### config.mk
export PLATFORM = sky130hd
export DESIGN_NAME = ini_text_tokenizer_top_flat
export DESIGN_NICKNAME = d
export VERILOG_FILES = /design/src/sv/itt_pkg.sv /design/src/sv/itt_if.sv /design/src/sv/itt_ctrl.sv /design/src/sv/itt_dp.sv /design/src/sv/ini_text_tokenizer_top.sv /design/src/flat_wrapper.sv
export SDC_FILE = /design/constraint.sdc
export NUM_CORES = 1
export LEC_CHECK = 0
export ABC_AREA = 1
export BUFFER_PORTS_ARGS = -buffer_cell sky130_fd_sc_hd__buf_2
export CELL_PAD_IN_SITES_DETAIL_PLACEMENT = 0
export CELL_PAD_IN_SITES_GLOBAL_PLACEMENT = 1
export CORE_MARGIN = 4
export CORE_UTILIZATION = 45
export CTS_BUF_LIST = sky130_fd_sc_hd__clkbuf_16
export CTS_CLUSTER_DIAMETER = 150
export DETAILED_ROUTE_END_ITERATION = 6
export PLACE_DENSITY_LB_ADDON = 0.1
export SYNTH_ARGS = -nofsm -noshare
export SYNTH_HDL_FRONTEND = slang
export SYNTH_SLANG_ARGS = --single-unit
### constraint.sdc
create_clock -name clk -period 4.1 [get_ports clk]
set_input_delay 0.82 -clock clk [delete_from_list [all_inputs] [get_ports clk]]
set_output_delay 0.82 -clock clk [all_outputs]
set_load 0.03 [all_outputs]
### src/sv/itt_pkg.sv
package itt_pkg;

	localparam int MAX_PEND = 15;
	localparam int CNT_W    = $clog2(MAX_PEND + 1);
	localparam int IDX_W    = (MAX_PEND > 1) ? $clog2(MAX_PEND) : 1;

	localparam logic [7:0] CH_LBRACK = 8'h5B;
	localparam logic [7:0] CH_RBRACK = 8'h5D;
	localparam logic [7:0] CH_EQ     = 8'h3D;
	localparam logic [7:0] CH_SEMI   = 8'h3B;
	localparam logic [7:0] CH_NL     = 8'h0A;
	localparam logic [7:0] CH_CR     = 8'h0D;
	localparam logic [7:0] CH_TAB    = 8'h09;
	localparam logic [7:0] CH_SPACE  = 8'h20;

	typedef enum logic [4:0] {
		PS_IDLE    = 5'b00001,
		PS_SECTION = 5'b00010,
		PS_KEY     = 5'b00100,
		PS_VALUE   = 5'b01000,
		PS_COMMENT = 5'b10000
	} pstate_t;

	typedef enum logic [1:0] {
		KIND_SECTION = 2'd0,
		KIND_KEY     = 2'd1,
		KIND_VALUE   = 2'd2
	} kind_t;

	typedef enum logic [1:0] {
		ACT_NONE = 2'd0,
		ACT_PUT  = 2'd1,
		ACT_END  = 2'd2
	} act_t;

	typedef struct packed {
		act_t    act;
		kind_t   kind;
		pstate_t nstate;
		logic    clear;
	} dec_t;

	// controller to datapath
	typedef struct packed {
		logic load;
		logic pass;
		logic apply;
		logic emit;
		logic flush;
		logic flush_done;
		logic finish;
	} cmd_t;

	// datapath to controller
	typedef struct packed {
		act_t act;
		logic blank;
		logic pend_any;
		logic flush_last;
		logic need_pass1;
		logic out_free;
	} stat_t;

	function automatic logic is_alnum(logic [7:0] c);
		return (c >= 8'h61 && c <= 8'h7A) || (c >= 8'h41 && c <= 8'h5A) ||
			(c >= 8'h30 && c <= 8'h39);
	endfunction

	function automatic logic is_blank(logic [7:0] c);
		return (c == CH_SPACE) || (c == CH_TAB);
	endfunction

	function automatic dec_t decode(pstate_t ps, logic [7:0] c);
		dec_t d;
		d.act    = ACT_NONE;
		d.kind   = KIND_KEY;
		d.nstate = ps;
		d.clear  = 1'b0;
		unique case (ps)
			PS_IDLE: begin
				if (c == CH_LBRACK) begin
					d.clear  = 1'b1;
					d.nstate = PS_SECTION;
				end else if (c == CH_SEMI) begin
					d.nstate = PS_COMMENT;
				end else if (is_alnum(c)) begin
					d.clear  = 1'b1;
					d.nstate = PS_KEY;
					d.act    = ACT_PUT;
					d.kind   = KIND_KEY;
				end else begin
					d.act = ACT_NONE;
				end
			end
			PS_SECTION: begin
				d.kind = KIND_SECTION;
				if (is_alnum(c)) begin
					d.act = ACT_PUT;
				end else if (c == CH_RBRACK) begin
					d.act    = ACT_END;
					d.nstate = PS_IDLE;
				end else begin
					d.act = ACT_NONE;
				end
			end
			PS_KEY: begin
				d.kind = KIND_KEY;
				if (c != CH_EQ) begin
					d.act = ACT_PUT;
				end else begin
					d.act    = ACT_END;
					d.nstate = PS_VALUE;
				end
			end
			PS_VALUE: begin
				d.kind = KIND_VALUE;
				if (c == CH_NL || c == CH_CR || c == CH_SEMI) begin
					d.act    = ACT_END;
					d.nstate = (c == CH_SEMI) ? PS_COMMENT : PS_IDLE;
				end else begin
					d.act = ACT_PUT;
				end
			end
			PS_COMMENT: begin
				if (c == CH_NL) begin
					d.nstate = PS_IDLE;
				end
			end
			default: begin
				d.nstate = PS_IDLE;
			end
		endcase
		return d;
	endfunction

endpackage

### src/sv/itt_if.sv
interface itt_in_if;
	logic       valid;
	logic       ready;
	logic [7:0] text_byte;
	logic       end_of_text;

	modport source (output valid, output text_byte, output end_of_text, input ready);
	modport sink (input valid, input text_byte, input end_of_text, output ready);
endinterface

interface itt_out_if;
	logic       valid;
	logic       ready;
	logic [1:0] token_kind;
	logic [7:0] token_byte;
	logic       token_end;
	logic       blanks_truncated;
	logic       last_of_run;

	modport source (output valid, output token_kind, output token_byte, output token_end,
		output blanks_truncated, output last_of_run, input ready);
	modport sink (input valid, input token_kind, input token_byte, input token_end,
		input blanks_truncated, input last_of_run, output ready);
endinterface

### src/sv/itt_ctrl.sv
module itt_ctrl (
	input  logic           clk,
	input  logic           arst_n,
	input  logic           in_valid,
	output logic           in_ready,
	input  itt_pkg::stat_t stat,
	output itt_pkg::cmd_t  cmd
);

	typedef enum logic [2:0] {
		C_IDLE  = 3'b001,
		C_EXEC  = 3'b010,
		C_FLUSH = 3'b100
	} cstate_t;

	cstate_t state_q, state_d;
	logic    pass_q, pass_d;
	logic    step_done;

	assign in_ready = (state_q == C_IDLE);

	always_comb begin
		cmd       = '0;
		cmd.pass  = pass_q;
		state_d   = state_q;
		pass_d    = pass_q;
		step_done = 1'b0;
		unique case (state_q)
			C_IDLE: begin
				if (in_valid) begin
					cmd.load = 1'b1;
					pass_d   = 1'b0;
					state_d  = C_EXEC;
				end
			end
			C_EXEC: begin
				priority if (stat.act == itt_pkg::ACT_NONE ||
					(stat.act == itt_pkg::ACT_PUT && stat.blank)) begin
					cmd.apply = 1'b1;
					step_done = 1'b1;
				end else if (stat.act == itt_pkg::ACT_PUT && stat.pend_any) begin
					state_d = C_FLUSH;
				end else if (stat.out_free) begin
					cmd.apply = 1'b1;
					cmd.emit  = 1'b1;
					step_done = 1'b1;
				end else begin
					step_done = 1'b0;
				end
				// the implied newline runs as a second pass over the same item
				if (step_done) begin
					if (!pass_q && stat.need_pass1) begin
						pass_d = 1'b1;
					end else begin
						cmd.finish = 1'b1;
						state_d    = C_IDLE;
					end
				end
			end
			C_FLUSH: begin
				if (stat.out_free) begin
					cmd.flush = 1'b1;
					if (stat.flush_last) begin
						cmd.flush_done = 1'b1;
						state_d        = C_EXEC;
					end
				end
			end
			default: begin
				state_d = C_IDLE;
			end
		endcase
	end

	always_ff @(posedge clk or negedge arst_n) begin
		if (!arst_n) begin
			state_q <= C_IDLE;
			pass_q  <= 1'b0;
		end else begin
			state_q <= state_d;
			pass_q  <= pass_d;
		end
	end

endmodule

### src/sv/itt_dp.sv
module itt_dp (
	input  logic           clk,
	input  logic           arst_n,
	input  logic [7:0]     text_byte,
	input  logic           end_of_text,
	input  itt_pkg::cmd_t  cmd,
	output itt_pkg::stat_t stat,
	input  logic           out_ready,
	output logic           out_valid,
	output logic [1:0]     token_kind,
	output logic [7:0]     token_byte,
	output logic           token_end,
	output logic           blanks_truncated,
	output logic           last_of_run
);

	logic [7:0]                  ch_q;
	logic                        eot_q;
	itt_pkg::pstate_t            ps_q;
	logic                        started_q;
	logic [itt_pkg::CNT_W-1:0]   cnt_q;
	logic                        trunc_q;
	logic [itt_pkg::IDX_W-1:0]   idx_q;
	logic                        tab_q [itt_pkg::MAX_PEND];

	logic [7:0]    cur_ch;
	itt_pkg::dec_t dec;
	itt_pkg::dec_t dec_nl;
	logic          blank;
	logic          need_pass1;
	logic          more_after;
	logic          out_valid_q;
	logic          store_blank;
	logic          cnt_full;

	assign cur_ch     = cmd.pass ? itt_pkg::CH_NL : ch_q;
	assign dec        = itt_pkg::decode(ps_q, cur_ch);
	// what the implied newline would do after this pass
	assign dec_nl     = itt_pkg::decode(dec.nstate, itt_pkg::CH_NL);
	assign blank      = itt_pkg::is_blank(cur_ch);
	assign need_pass1 = eot_q && (ch_q != itt_pkg::CH_NL);
	assign more_after = !cmd.pass && need_pass1 && (dec_nl.act != itt_pkg::ACT_NONE);
	assign cnt_full   = (cnt_q == itt_pkg::CNT_W'(itt_pkg::MAX_PEND));
	assign store_blank = cmd.apply && (dec.act == itt_pkg::ACT_PUT) && blank &&
		started_q && !cnt_full;

	always_comb begin
		stat.act        = dec.act;
		stat.blank      = blank;
		stat.pend_any   = (cnt_q != '0) && !dec.clear;
		stat.flush_last = (itt_pkg::CNT_W'(idx_q) == cnt_q - itt_pkg::CNT_W'(1));
		stat.need_pass1 = need_pass1;
		stat.out_free   = !out_valid_q || out_ready;
	end

	always_ff @(posedge clk) begin
		if (cmd.load) begin
			ch_q  <= text_byte;
			eot_q <= end_of_text;
		end
	end

	always_ff @(posedge clk or negedge arst_n) begin
		if (!arst_n) begin
			ps_q      <= itt_pkg::PS_IDLE;
			started_q <= 1'b0;
			cnt_q     <= '0;
			trunc_q   <= 1'b0;
			idx_q     <= '0;
		end else begin
			if (cmd.flush_done) begin
				idx_q <= '0;
				cnt_q <= '0;
			end else if (cmd.flush) begin
				idx_q <= idx_q + itt_pkg::IDX_W'(1);
			end
			priority if (cmd.finish && eot_q) begin
				ps_q      <= itt_pkg::PS_IDLE;
				started_q <= 1'b0;
				cnt_q     <= '0;
				trunc_q   <= 1'b0;
			end else if (cmd.apply) begin
				ps_q <= dec.nstate;
				unique case (dec.act)
					itt_pkg::ACT_PUT: begin
						if (blank) begin
							if (started_q) begin
								if (!cnt_full) begin
									cnt_q <= cnt_q + itt_pkg::CNT_W'(1);
								end else begin
									trunc_q <= 1'b1;
								end
							end
						end else begin
							cnt_q     <= '0;
							trunc_q   <= 1'b0;
							started_q <= 1'b1;
						end
					end
					itt_pkg::ACT_END: begin
						started_q <= 1'b0;
						cnt_q     <= '0;
						trunc_q   <= 1'b0;
					end
					default: begin
						if (dec.clear) begin
							started_q <= 1'b0;
							cnt_q     <= '0;
							trunc_q   <= 1'b0;
						end
					end
				endcase
			end else begin
				ps_q <= ps_q;
			end
		end
	end

	// held blank kinds, tab or space
	always_ff @(posedge clk) begin
		if (store_blank) begin
			tab_q[cnt_q[itt_pkg::IDX_W-1:0]] <= (cur_ch == itt_pkg::CH_TAB);
		end
	end

	always_ff @(posedge clk or negedge arst_n) begin
		if (!arst_n) begin
			out_valid_q <= 1'b0;
		end else if (cmd.emit || cmd.flush) begin
			out_valid_q <= 1'b1;
		end else if (out_ready) begin
			out_valid_q <= 1'b0;
		end
	end

	always_ff @(posedge clk) begin
		if (cmd.flush) begin
			token_kind       <= dec.kind;
			token_byte       <= tab_q[idx_q] ? itt_pkg::CH_TAB : itt_pkg::CH_SPACE;
			token_end        <= 1'b0;
			blanks_truncated <= trunc_q;
			last_of_run      <= 1'b0;
		end else if (cmd.emit) begin
			token_kind       <= dec.kind;
			token_byte       <= (dec.act == itt_pkg::ACT_END) ? 8'd0 : cur_ch;
			token_end        <= (dec.act == itt_pkg::ACT_END);
			blanks_truncated <= (dec.act == itt_pkg::ACT_PUT) && trunc_q && !dec.clear;
			last_of_run      <= !more_after;
		end
	end

	assign out_valid = out_valid_q;

endmodule

### src/sv/ini_text_tokenizer_top.sv
// The first result of a byte is registered for output after its input transfer, later
// when held blanks or the implied newline at end of text come first.
// A byte is done before the next is taken: the implied newline at end of text runs as a
// second pass, held blanks are flushed one per output before the byte that follows them
// and the byte then resumes; output stalls hold the flow. The single-issue controller and the flush set this.
// Reset (arst_n low, asynchronous): parse state idle, blank count and flush index cleared,
// output empty; the held-blank store is not cleared and needs no clearing pass.
module ini_text_tokenizer_top (
	input logic       clk,
	input logic       arst_n,
	itt_in_if.sink    text_in,
	itt_out_if.source token_out
);

	itt_pkg::cmd_t  cmd;
	itt_pkg::stat_t stat;

	itt_ctrl u_ctrl (
		.clk      (clk),
		.arst_n   (arst_n),
		.in_valid (text_in.valid),
		.in_ready (text_in.ready),
		.stat     (stat),
		.cmd      (cmd)
	);

	itt_dp u_dp (
		.clk              (clk),
		.arst_n           (arst_n),
		.text_byte        (text_in.text_byte),
		.end_of_text      (text_in.end_of_text),
		.cmd              (cmd),
		.stat             (stat),
		.out_ready        (token_out.ready),
		.out_valid        (token_out.valid),
		.token_kind       (token_out.token_kind),
		.token_byte       (token_out.token_byte),
		.token_end        (token_out.token_end),
		.blanks_truncated (token_out.blanks_truncated),
		.last_of_run      (token_out.last_of_run)
	);

endmodule

### src/flat_wrapper.sv
// flat-port wrapper written by rule: the top's interface ports become plain ports
module ini_text_tokenizer_top_flat 
  (clk, arst_n, text_in_valid, text_in_text_byte, text_in_end_of_text, text_in_ready, token_out_valid, token_out_token_kind, token_out_token_byte, token_out_token_end, token_out_blanks_truncated, token_out_last_of_run, token_out_ready);
  itt_in_if text_in_i ();
  itt_out_if token_out_i ();
  input logic clk;
  input logic arst_n;
  input wire logic [$bits(text_in_i.valid)-1:0] text_in_valid;
  input wire logic [$bits(text_in_i.text_byte)-1:0] text_in_text_byte;
  input wire logic [$bits(text_in_i.end_of_text)-1:0] text_in_end_of_text;
  output wire logic [$bits(text_in_i.ready)-1:0] text_in_ready;
  output wire logic [$bits(token_out_i.valid)-1:0] token_out_valid;
  output wire logic [$bits(token_out_i.token_kind)-1:0] token_out_token_kind;
  output wire logic [$bits(token_out_i.token_byte)-1:0] token_out_token_byte;
  output wire logic [$bits(token_out_i.token_end)-1:0] token_out_token_end;
  output wire logic [$bits(token_out_i.blanks_truncated)-1:0] token_out_blanks_truncated;
  output wire logic [$bits(token_out_i.last_of_run)-1:0] token_out_last_of_run;
  input wire logic [$bits(token_out_i.ready)-1:0] token_out_ready;
  assign text_in_i.valid = text_in_valid;
  assign text_in_i.text_byte = text_in_text_byte;
  assign text_in_i.end_of_text = text_in_end_of_text;
  assign text_in_ready = text_in_i.ready;
  assign token_out_valid = token_out_i.valid;
  assign token_out_token_kind = token_out_i.token_kind;
  assign token_out_token_byte = token_out_i.token_byte;
  assign token_out_token_end = token_out_i.token_end;
  assign token_out_blanks_truncated = token_out_i.blanks_truncated;
  assign token_out_last_of_run = token_out_i.last_of_run;
  assign token_out_i.ready = token_out_ready;
  ini_text_tokenizer_top u_core (.clk(clk), .arst_n(arst_n), .text_in(text_in_i), .token_out(token_out_i));
endmodule
-- After elaboration in Yosys (flattened, before gate mapping)
Memory sizes are Yosys's and may differ from the RTL's.
Index checks and enable logic that the tools add are counted.
- add/sub/neg operators: 3
- magnitude comparators: 6
- equal/unequal tests: 31
- reductions and logical operators: 42
- multiplexer cells: 86
- operators by type and width (operator ; count):
    $mux W5 ; 9
    $mux W4 ; 9
    $mux W1 ; 33
    $mux W8 ; 4
    $mux W3 ; 9
    $pmux W5 S5 ; 1
    $eq A8 B4 Y1 const B ; 3
    $mux W2 ; 11
    $mux W6 ; 3
    $eq A8 B6 Y1 const B ; 2
    $eq A8 B7 Y1 const B ; 2
    $ge A8 B7 Y1 const B ; 2
    $le A8 B7 Y1 const B ; 2
    $logic_and A1 B1 Y1 ; 16
    $pmux W4 S4 ; 1
    $reduce_bool A2 Y1 ; 6
    $eq A5 B3 Y1 const B ; 2
    $eq A5 B4 Y1 const B ; 2
    $pmux W3 S3 ; 1
    $add A4 B1 Y4 const B ; 2
    $ge A8 B6 Y1 const B ; 1
    $le A8 B6 Y1 const B ; 1
    $logic_or A1 B1 Y1 ; 8
    $ne A4 B4 Y1 const B ; 2
    24 further kinds ; 36
- register bits after elaboration: 42
- input bits: 13
- memory bits (writable): 15
- memories kept: 1
- word-level logic and storage cells: 184
- memory list (memory ; depth ; bits a word ; read ports ; clocked after Yosys merged registers in ; write ports ; line ; RTL):
    u_core.u_dp.tab_q ; 15 ; 1 ; 1 ; 0 ; 1 ; itt_dp.sv:24 ; logic tab_q [itt_pkg::MAX_PEND];

-- Logic depth before layout (Yosys ltp)
Gate-level depths: netlist (run 1).
- depth in word-level cells: 21
- depth in mapped cells: 19
- gate-level depth less buffers: 19

-- Hierarchy
A second synthesis (run 1) with hierarchy kept.
- cells, all modules: 453
- area total of the unflattened synthesis: 3494.6 µm²
- by module, submodules not included (module ; area each (µm²) ; seq. area each (µm²) ; times used ; cells an instance):
    itt_dp ; 3174.3 ; 1492.7 ; 1 ; 405
    itt_ctrl ; 320.3 ; 101.3 ; 1 ; 48

-- Worst setup path after synthesis (run 1)
No wires, ideal clock.
- path type: register to register
- from: register u_core.u_ctrl.pass_q
- to: register u_core.u_dp.blanks_truncated, enable pin
- stages on the path, launching flop included: 15
- data required time: 3.755 ns
- data arrival time: 2.614 ns
- path slack: 1.141 ns
- cells stage by stage: dfrtp_1 -> inv_2 -> buf_6 -> nand2_2 -> nor3_1 -> inv_1 -> nor2_1 -> o21ai_0 -> nor3_1 -> inv_1 -> ha_1 -> a21boi_4 -> nor2_4 -> nand4_1 -> nand2_1
- word-level cells in the longest chain between the ends: 16
- RTL lines (item ; line ; RTL):
    start, declared ; itt_ctrl.sv:17 ; logic pass_q, pass_d;
    start signal, assigned ; itt_ctrl.sv:81 ; pass_q <= pass_d;
    $mux W8 * ; itt_dp.sv:36 ; assign cur_ch = cmd.pass ? itt_pkg::CH_NL : ch_q;
    parallel branches: the longest is 12 deep, another holds $ge A8 B7 Y1 ; -- ;
    $mux W1 * ; itt_ctrl.sv:37 ; priority if (stat.act == itt_pkg::ACT_NONE ||
    $mux W2 * ; itt_ctrl.sv:28 ; unique case (state_q)
    $reduce_bool A2 Y1 (no source line) * ; -- ;
    end signal, assigned ; itt_dp.sv:141 ; blanks_truncated <= trunc_q;
    end signal, assigned ; itt_dp.sv:147 ; blanks_truncated <= (dec.act == itt_pkg::ACT_PUT) && trunc_q && !dec.clear;
    end, declared ; itt_dp.sv:13 ; output logic blanks_truncated,
Mark *: on every way between the ends.
A chain may end at the register's enable or synchronous reset.

-- Final worst setup path (run 1)
- from: register u_core.u_ctrl.pass_q
- to: register u_core.u_dp.token_byte[3], enable pin
- word-level cells in the longest chain between the ends: 16
- RTL lines (item ; line ; RTL):
    $mux W8 * ; itt_dp.sv:36 ;
    parallel branches: the longest is 12 deep, another holds $ge A8 B7 Y1 ; -- ;
    $mux W1 * ; itt_ctrl.sv:37 ;
    $mux W2 * ; itt_ctrl.sv:28 ;
    $reduce_bool A2 Y1 (no source line) * ; -- ;
    end signal, assigned ; itt_dp.sv:139 ; token_byte <= tab_q[idx_q] ? itt_pkg::CH_TAB : itt_pkg::CH_SPACE;
    end signal, assigned ; itt_dp.sv:145 ; token_byte <= (dec.act == itt_pkg::ACT_END) ? 8'd0 : cur_ch;
    end, declared ; itt_dp.sv:11 ; output logic [7:0] token_byte,
Marked as above.

==> results of run 1 <==
## how the worst max path moves through the flow
stage                                    start                           end  cells past startpoint
after detailed placement  u_core.u_ctrl.pass_q     u_core.u_dp.token_byte[6]                     13
final                     u_core.u_ctrl.pass_q     u_core.u_dp.token_byte[3]                     13
after floorplan           u_core.u_ctrl.pass_q  u_core.u_dp.blanks_truncated                     14
after global placement    u_core.u_ctrl.pass_q     u_core.u_dp.token_byte[6]                     13
after CTS                 u_core.u_ctrl.pass_q     u_core.u_dp.token_kind[1]                     13
after global routing      u_core.u_ctrl.pass_q     u_core.u_dp.token_kind[1]                     13
## flip-flops by register name, summed over array words and instances (netlist names), 2 cells and up
name / count
u_core.u_dp.tab_q: 15
u_core.u_dp.ch_q: 8
u_core.u_dp.token_byte: 8
u_core.u_dp.ps_q: 5
u_core.u_dp.cnt_q: 4
u_core.u_dp.idx_q: 4
u_core.u_ctrl.state_q: 3
u_core.u_dp.token_kind: 2
## cells in the mapped netlist, drive strengths merged
master,count
a211oi,1
a21boi,1
a21oi,15
a22oi,1
a32oi,1
and2,1
and3,1
buf,4
clkbuf,1
dfrtp,18
dfstp,2
dfxtp,2
edfxtp,35
ha,8
inv,69
nand2,86
nand3,38
nand3b,1
nand4,6
nor2,71
nor3,10
nor4,2
o211ai,3
o21ai,27
o22ai,5
or2,2
xor2,3
## routing by layer
layer	vias up	routed length [um]	track usage [%]	share of wire, %
li1	1420	-	-	-
met1	1297	3804	26.79	47
met2	86	3627	30.57	45
met3	13	439	3.205	5.5
met4	0	139	7.461	1.7
met5	-	0	0	0
## cell type report
class / instances / area share [%]
flip-flops and latches: 57 / 41.23
well taps: 99 / 3.204
clock buffers: 9 / 5.825
inverters: 69 / 6.699
repair buffers: 28 / 3.689
multi-input cells: 283 / 37.28
clock inverters: 7 / 2.071
## worst max-delay path: stages, from the launching register on
cell      delay, ps
dfrtp_1         410
inv_2           200
nand2_2         110
nor3_1          310
inv_1            80
nor2_1          150
o21ai_0         150
nor3_1          300
inv_1            80
ha_1            280
a21boi_4        180
nor2_4          180
nand4_1         220
nand2_1         450
## cell families after synthesis
family | share of synthesized area (%)
adder cells (fa/ha/maj) | 3.005
AO/OA/AOI/OAI | 9.542
AND/OR/NAND/NOR | 29.94
flip-flops | 47.86
XOR/XNOR | 0.7890
buffers and inverters | 8.865
## power groups by stage
stage	combinational [W]	clock, W	sequential [W]
6_report	0.000979	0.000766	0.000846
5_1_grt	0.00112	0.000804	0.000861
4_1_cts	0.000978	0.000776	0.000846
3_5_place_dp	0.000970	0	0.000856
3_3_place_gp	0.000977	0	0.000853
2_1_floorplan	0.000768	0	0.000872
## per-stage QoR
| step | instances | setup slack (ps) | total power, W |
|---|---|---|---|
| final | 552 | 641.6 | 0.002591 |
| after floorplan | 414 | 1141 | 0.001640 |
| after detailed placement | 536 | 658.2 | 0.001827 |
| after global placement | 536 | 786.3 | 0.001829 |
| after CTS | 552 | 622.6 | 0.002601 |
| after global routing | 552 | 227.8 | 0.002780 |
==> results.toml, run 1 <==
[pwr]
p_clk_share_pct = 29.6
total_leakage_power_nw = 1.778
switching_share_pct = 39.70
p_sw_w = 0.001029
seqPwrFrac_pct = 32.6
ir_drop_v = 0.0003924
p_int_w = 0.001562
power_frac_comb_pct = 37.8
p_per_area_nw_per_um2 = 670.2

[finish]
register_area_sq_um = 1594
final_nets = 469
diodes = 0
finish.utilization_pct = 53.59
multi_input_area_sq_um = 1441
mostFrequentLayoutCells = "nand2_1, inv_1, nor2_1"
mostFrequentLayoutCell = "nand2_1"
syn_to_final_growth_pct = 16.08
drive_gt1_share_pct = 13.69
fillers = 702
design_area_sq_um = 3866

[clock_tree]
insertion_delay_ps = 320
post_cts_buffers = 0
ctsHoldBuffers = 0
cts_buffers = 9
clk_pin_slew_ps = 50
root_buffer = "clkbuf_16"
cts_buffer_depth = 2
htree_num_levels = 3
cts_sinks = 57
cts_resized = 0
cts_tree = "yes"

[drt]
wl_per_cell_um = 14.51
wl_um = 8011
drc_errors = 0
drt-pass1-iter-count = 6
vias_per_cell = 5.101
drt-initial-drc-count = 143
ant_nets = 0
vias = 2816

[grt]
grt_pass1_wl_um = 13190
grt_usage_pct = 19.43
grt_pass1_vias = 2747
grt_overflow = 0
antenna_found_initial = 0
grt_max_degree = 21

[run]
maxCapViolCount = 0

[timing]
tns_ps = 0
finalHoldViolations = 0
setup_viol = 0
rsz0062_at_grt = "false"
whs_ps = 463.1
fmax_mhz = 289.2
fin_crit_sh_pct = 84.35
worstMarginPinSlew_ps = 1033
relSlewSlack_pct = 30.86
period_needed_ps = 3458
drv_slew = 0
clock_skew_ps = 7.663

[die]
core_area_sq_um = 7214
die_h_um = 94.03
dieArea_sq_um = 8842
initial_utilization_pct = 46.17
io_pins = 28
rows = 31
die_x_um = 94.03

[placement]
port-buffer-count = 27
dp_hpwl_um = 6026
gp_routability_congestion = 0.8950
placed_area_sq_um = 3561

[critical_path]
r2r_start = "u_core.u_ctrl.pass_q"
start_kind = "register"
reg2reg_depth = 13
cp.required_ps = 4060
worstPathArrival_ps = 3420
worstSetupPathType = "register to register"
r2r_slack_ps = 640
critPathMaxFanout = 12
rr_endpoint = "u_core.u_dp.token_byte[3]"
cp-end-kind = "register"

[run_status]
status = "finished clean"

[synth]
ys_ff_latch = 57
synthTopCellsByArea = "edfxtp_1, dfrtp_1, nand2_1, inv_1, nor2_1"
post-synth-top-area-cell = "edfxtp_1"
yosysWarnings = 0
synth_top_area_share_pct = 31.56
syn_area_per_cell_sq_um = 8.045
synth_area_sq_um = 3331
synth_cells = 414
synth_cell_types = 40
yosysSeqAreaShare_pct = 47.86
syn_nets = 435

[hold_path]
min_path_type = "input pin to async pin"
No activity file was read; power rests on OpenSTA's default activity.
==> run 2, diff against run 1 <==
--- a/config.mk
+++ b/config.mk
@@ -10,7 +10,7 @@
 export CELL_PAD_IN_SITES_DETAIL_PLACEMENT = 0
 export CELL_PAD_IN_SITES_GLOBAL_PLACEMENT = 1
 export CORE_MARGIN = 4
-export CORE_UTILIZATION = 45
+export CORE_UTILIZATION = 40
 export CTS_BUF_LIST = sky130_fd_sc_hd__clkbuf_16
 export CTS_CLUSTER_DIAMETER = 150
 export DETAILED_ROUTE_END_ITERATION = 6
==> constraint.sdc (replaced) <==
create_clock -name clk -period 3.08 [get_ports clk]
set_input_delay 0.616 -clock clk [delete_from_list [all_inputs] [get_ports clk]]
set_output_delay 0.616 -clock clk [all_outputs]
set_load 0.03 [all_outputs]
==> run 2 against run 1 <==
Critical path depth increased by 2. Via count is 1.3% higher. Cell area increased by 2.5%. Critical endpoint is now u_core.u_dp.tab_q[13]. Sequential share of layout area down 1.0 points. Critical path type unchanged. Clock skew increased by 0.70 ps. Register-to-register slack got worse by 410 ps. Largest power group unchanged. Non-clock buffer count is 7 higher.
==> results.toml, run 2 (synthesis results as in run 1) <==
[run_status]
status = "finished clean"

[grt]
grt_usage_pct = 18.13
grt_pass1_wl_um = 13970
antenna_found_initial = 0
grt_overflow = 0
grt_max_degree = 21
grt_pass1_vias = 2741

[critical_path]
cp_top_family = "simple AND/OR/NAND/NOR gates"
worstSetupPathType = "register to register"
start_kind = "register"
crit_chain = "inv_4 -> nand2_2 -> o21ai_0 -> nand2_1 -> and2_1 -> inv_1 -> nand2_1 -> o21ai_1 -> nor3_2 -> inv_1 -> ha_1 -> a21boi_4 -> and3_2 -> nand2_1 -> nor2_1"
cp.required_ps = 3110
cp_slowest_stage_delay_ps = 440
worstPathArrival_ps = 2870
critPathMaxFanout = 12
startpoint = "u_core.u_ctrl.pass_q"
cp_slowest_cell = "dfrtp_1"
path_common_cell = "nand2_1"
r2r_start = "u_core.u_ctrl.pass_q"
cp-end-kind = "register"
cp.buffers_inverters = 3

[timing]
fin_crit_sh_pct = 92.36
setup_viol = 0
rsz0062_at_grt = "false"
fmax_mhz = 351.5
finalHoldViolations = 0
clock_skew_ps = 8.366
period_needed_ps = 2845
whs_ps = 256.8
tns_ps = 0
relSlewSlack_pct = 33.18
worstMarginPinSlew_ps = 998.7
fin_ws_ps = 235.3
drv_slew = 0

[drt]
drt-initial-drc-count = 151
wl_per_cell_um = 14.61
vias = 2853
vias_per_cell = 5.059
wl_um = 8241
drc_errors = 0
drt-pass1-iter-count = 4
ant_nets = 0

[placement]
gp_routability_congestion = 0.8901
port-buffer-count = 27
dp_hpwl_um = 6243
place_ws_ps = 137.6

[finish]
syn_to_final_growth_pct = 18.97
drive_gt1_share_pct = 16.78
final_nets = 476
diodes = 0
mostFrequentLayoutCells = "nand2_1, inv_1, nor2_1"
largest_reg_flops = 15
mostFrequentLayoutCell = "nand2_1"
finish.utilization_pct = 48.47

[clock_tree]
cts_buffer_depth = 2
clk_pin_slew_ps = 50
insertion_delay_ps = 320
cts_sinks = 57
cts_tree = "yes"
htree_num_levels = 3
cts_buffers = 9
ctsHoldBuffers = 0
root_buffer = "clkbuf_16"

[pwr]
p_int_w = 0.002165
p_clk_share_pct = 28.0
power_frac_comb_pct = 40.6
switching_share_pct = 40.05
ir_drop_v = 0.0004612
total_leakage_power_nw = 1.813
p_per_area_nw_per_um2 = 911.5
seqPwrFrac_pct = 31.4
p_sw_w = 0.001446

[die]
die_x_um = 99.25
dieArea_sq_um = 9851
rows = 33
core_area_sq_um = 8175
io_pins = 28
die_h_um = 99.25
initial_utilization_pct = 40.74

[run]
maxCapViolCount = 0

[hold_path]
min_path_type = "input pin to async pin"
run 2: cell count changes in the layout (fill, tap and decap cells not counted), sizes merged:
cell,before,now
buf,28,35
inv,71,70
run 2: through the flow:
| stage | power [W] | cell area, sq um | instances |
|---|---|---|---|
| 2_1_floorplan | 0.002183 | 3331 | 414 |
| 3_3_place_gp | 0.002492 | 3606 | 547 |
| 3_5_place_dp | 0.002487 | 3606 | 547 |
| 4_1_cts | 0.003507 | 3906 | 562 |
| 5_1_grt | 0.003904 | 3963 | 564 |
| 6_report | 0.003612 | 3963 | 564 |
run 2: final cells by class:
class,count,area (sq um)
Clock buffer,9,225.2
Clock inverter,6,75.07
Fill cell,807,4213
Inverter,69,261.5
Multi-Input combinational cell,283,1468
Sequential cell,57,1594
Tap cell,105,131.4
Timing Repair Buffer,35,207.7
run 2: power by group through the flow:
stage                     clock [W]  combinational [W]  sequential, W
after detailed placement          0            0.00136        0.00113
after global routing        0.00107            0.00167        0.00116
after global placement            0            0.00136        0.00113
after floorplan                   0            0.00102        0.00116
final                       0.00101            0.00147        0.00113
after CTS                   0.00103            0.00136        0.00112
run 2: repair_timing:
item | in CTS | in global routing
setup endpoints to repair | 0 | 41
gates resized for setup | 0 | 11
buffers inserted | 0 | 2
run 2: metal layers:
metal	GRT usage, %	wire, um
met5	0	0
met2	27.53	3769
met4	6.618	141
met1	25.30	3992
met3	4.278	338
run 2: worst paths after layout:
check	cells past startpoint	slack (ps)	to
hold / removal	1	260	u_core.u_dp.cnt_q[0]
hold reg to reg	2	490	u_core.u_dp.token_end
min in group clk	1	470	u_core.u_dp.ch_q[4]
max in group asynchronous	1	2470	u_core.u_ctrl.state_q[0]
setup reg to reg	15	240	u_core.u_dp.tab_q[13]
setup / recovery	15	240	u_core.u_dp.tab_q[13]
run 2: worst register-to-register path: cells and delay by family, from the launching register on:
family	cells	cell delay [ps]
DFF	1	440
AOI/OAI and AO/OA	3	610
and+or+nand+nor	8	1050
adders and majority gates	1	160
buffers and inverters	3	300
==> run 3, diff against run 2 <==
--- a/config.mk
+++ b/config.mk
@@ -13,8 +13,10 @@
 export CORE_UTILIZATION = 40
 export CTS_BUF_LIST = sky130_fd_sc_hd__clkbuf_16
 export CTS_CLUSTER_DIAMETER = 150
+export CTS_CLUSTER_SIZE = 12
 export DETAILED_ROUTE_END_ITERATION = 6
 export PLACE_DENSITY_LB_ADDON = 0.1
+export SETUP_SLACK_MARGIN = 0.4
 export SYNTH_ARGS = -nofsm -noshare
 export SYNTH_HDL_FRONTEND = slang
 export SYNTH_SLANG_ARGS = --single-unit
==> run 3 against run 2 <==
Combinational power grew 21%. Hold slack gained 6.7 ps. Worst setup slack gained 190 ps. Critical endpoint is now u_core.u_dp.token_end. Global-route usage grew 0.24 points.
==> results.toml, run 3 (synthesis results as in run 1) <==
[clock_tree]
insertion_delay_ps = 320
cts_buffer_depth = 2
htree_num_levels = 3
cts_buffers = 9
cts_tree = "yes"
cts_sinks = 57
ctsHoldBuffers = 0
clk_pin_slew_ps = 50
root_buffer = "clkbuf_16"

[die]
core_area_sq_um = 8175
die_x_um = 99.25
rows = 33
die_h_um = 99.25
io_pins = 28
initial_utilization_pct = 40.74
dieArea_sq_um = 9851

[finish]
syn_to_final_growth_pct = 31.14
diodes = 0
multi_input_area_sq_um = 1723
instances_no_fill = 585
drive_gt1_share_pct = 32.08
final_nets = 496
fillers = 771
mostFrequentLayoutCells = "nand2_1, inv_1, nor2_1"
register_area_sq_um = 1595
finish.utilization_pct = 53.43
mostFrequentLayoutCell = "nand2_1"
largest_reg_flops = 15

[timing]
drv_slew = 0
fin_crit_sh_pct = 86.15
worstMarginPinSlew_ps = 508.9
tns_ps = 0
setup_viol = 0
finalHoldViolations = 0
clock_skew_ps = 5.108
relSlewSlack_pct = 66.08
fin_ws_ps = 426.5
fmax_mhz = 376.9
period_needed_ps = 2654
rsz0062_at_grt = "true"

[critical_path]
crit_chain = "inv_2 -> nor2_2 -> nand2_1 -> nor3_4 -> inv_1 -> nor2_2 -> o21ai_2 -> nor3_2 -> inv_1 -> ha_4 -> a21boi_4 -> nor2_4 -> nand4_1 -> buf_6 -> buf_6 -> inv_4 -> nand2_2 -> a21oi_2"
cp_slowest_stage_delay_ps = 440
cp-end-kind = "register"
cp_top_family = "simple AND/OR/NAND/NOR gates"
worstSetupPathType = "register to register"
start_kind = "register"
r2r_slack_ps = 430
cp.required_ps = 3340
cp.buffers_inverters = 6
cp_slowest_cell = "edfxtp_1"
worstPathArrival_ps = 2910
critPathMaxFanout = 4

[placement]
placed_cells = 546
place_ws_ps = 158.5
gp_routability_congestion = 0.8933
port-buffer-count = 27
dp_hpwl_um = 6178

[drt]
drt-pass1-iter-count = 5
drt-initial-drc-count = 120
wl_per_cell_um = 14.93
wl_um = 8733
vias_per_cell = 5.005
vias = 2928
drc_errors = 0
ant_nets = 0

[pwr]
power_frac_comb_pct = 45.8
p_clk_share_pct = 24.7
total_leakage_power_nw = 1.944
p_sw_w = 0.001638
ir_drop_v = 0.0004312
p_per_area_nw_per_um2 = 888.4
total_power_w = 0.003880
switching_share_pct = 42.22
p_int_w = 0.002242
seqPwrFrac_pct = 29.5

[grt]
use_met3_pct = 4.067
antenna_found_initial = 0
grt_overflow = 0
grt_usage_pct = 18.37
grt_pass1_wl_um = 14270
grt-busiest-layer = "met2"
grt_pass1_vias = 2896
use_met1_pct = 25.24
grt_max_degree = 21
grtUsageMet2_pct = 28.87

[run]
maxCapViolCount = 0

[run_status]
status = "finished clean"

[hold_path]
min_path_type = "input pin to async pin"
run 3: changes by cell type in the layout (fill, tap and decap cells not counted), sizes merged:
cell / previous run / this run
bufinv: 2 / 1
buf: 35 / 54
nand2: 86 / 87
clkinvlp: 0 / 3
inv: 70 / 68
clkinv: 3 / 4
run 3: worst reg2reg max path, stage by stage (launching register included):
cell and delay, ps:
edfxtp_1 440, inv_2 80, nor2_2 110, nand2_1 100
nor3_4 170, inv_1 70, nor2_2 150, o21ai_2 80
nor3_2 190, inv_1 100, ha_4 170, a21boi_4 150
nor2_4 160, nand4_1 120, buf_6 160, buf_6 130
inv_4 50, nand2_2 40, a21oi_2 120
run 3: final cells by class:
type                    instances  share of cell area, %
multi-input cells             284                  39.44
flip-flops and latches         57                  36.52
repair buffers                 54                  8.250
inverters                      69                  6.187
clock buffers                   9                  5.156
well taps                     105                  3.008
clock inverters                 7                  1.432
run 3: through the flow:
stage / hold WS [ps] / cell area (sq um)
floorplan: 320.4 / 3372
global placement: 485.9 / 3640
detailed placement: 483.4 / 3640
CTS: 286.4 / 4030
global route: 306.3 / 4368
finish: 263.5 / 4368
run 3: layer usage:
metal | routed length (um) | up-vias
met1 | 4166 | 1391
met4 | 114 | 0
met3 | 274 | 9
met5 | 0 | -
met2 | 4177 | 45
li1 | - | 1483
run 3: path summary, 6_finish.rpt:
check / from / to / cells past startpoint
min reg2reg: u_core.u_dp.token_end / u_core.u_dp.token_end / 2
max: u_core.u_dp.ch_q[2] / u_core.u_dp.token_end / 18
max reg2reg: u_core.u_dp.ch_q[2] / u_core.u_dp.token_end / 18
min: arst_n / u_core.u_dp.idx_q[1] / 1
min in group clk: text_in_text_byte[4] / u_core.u_dp.ch_q[4] / 1
max in group asynchronous: arst_n / u_core.u_ctrl.pass_q / 1
run 3: repair_timing:
action | 4_1_cts | 5_1_grt
resized for setup | 16 | 77
buffers inserted | 7 | 15
pin swaps | 7 | 25
gates cloned | 1 | 0
endpoints found under the setup margin | 43 | 44
run 3: power groups by stage:
| stage | clock network [W] | logic, W | registers [W] |
|---|---|---|---|
| after global routing | 0.00101 | 0.00198 | 0.00117 |
| final | 0.000958 | 0.00178 | 0.00115 |
| after CTS | 0.000974 | 0.00144 | 0.00113 |
| after global placement | 0 | 0.00137 | 0.00113 |
| after floorplan | 0 | 0.00105 | 0.00116 |
| after detailed placement | 0 | 0.00137 | 0.00114 |
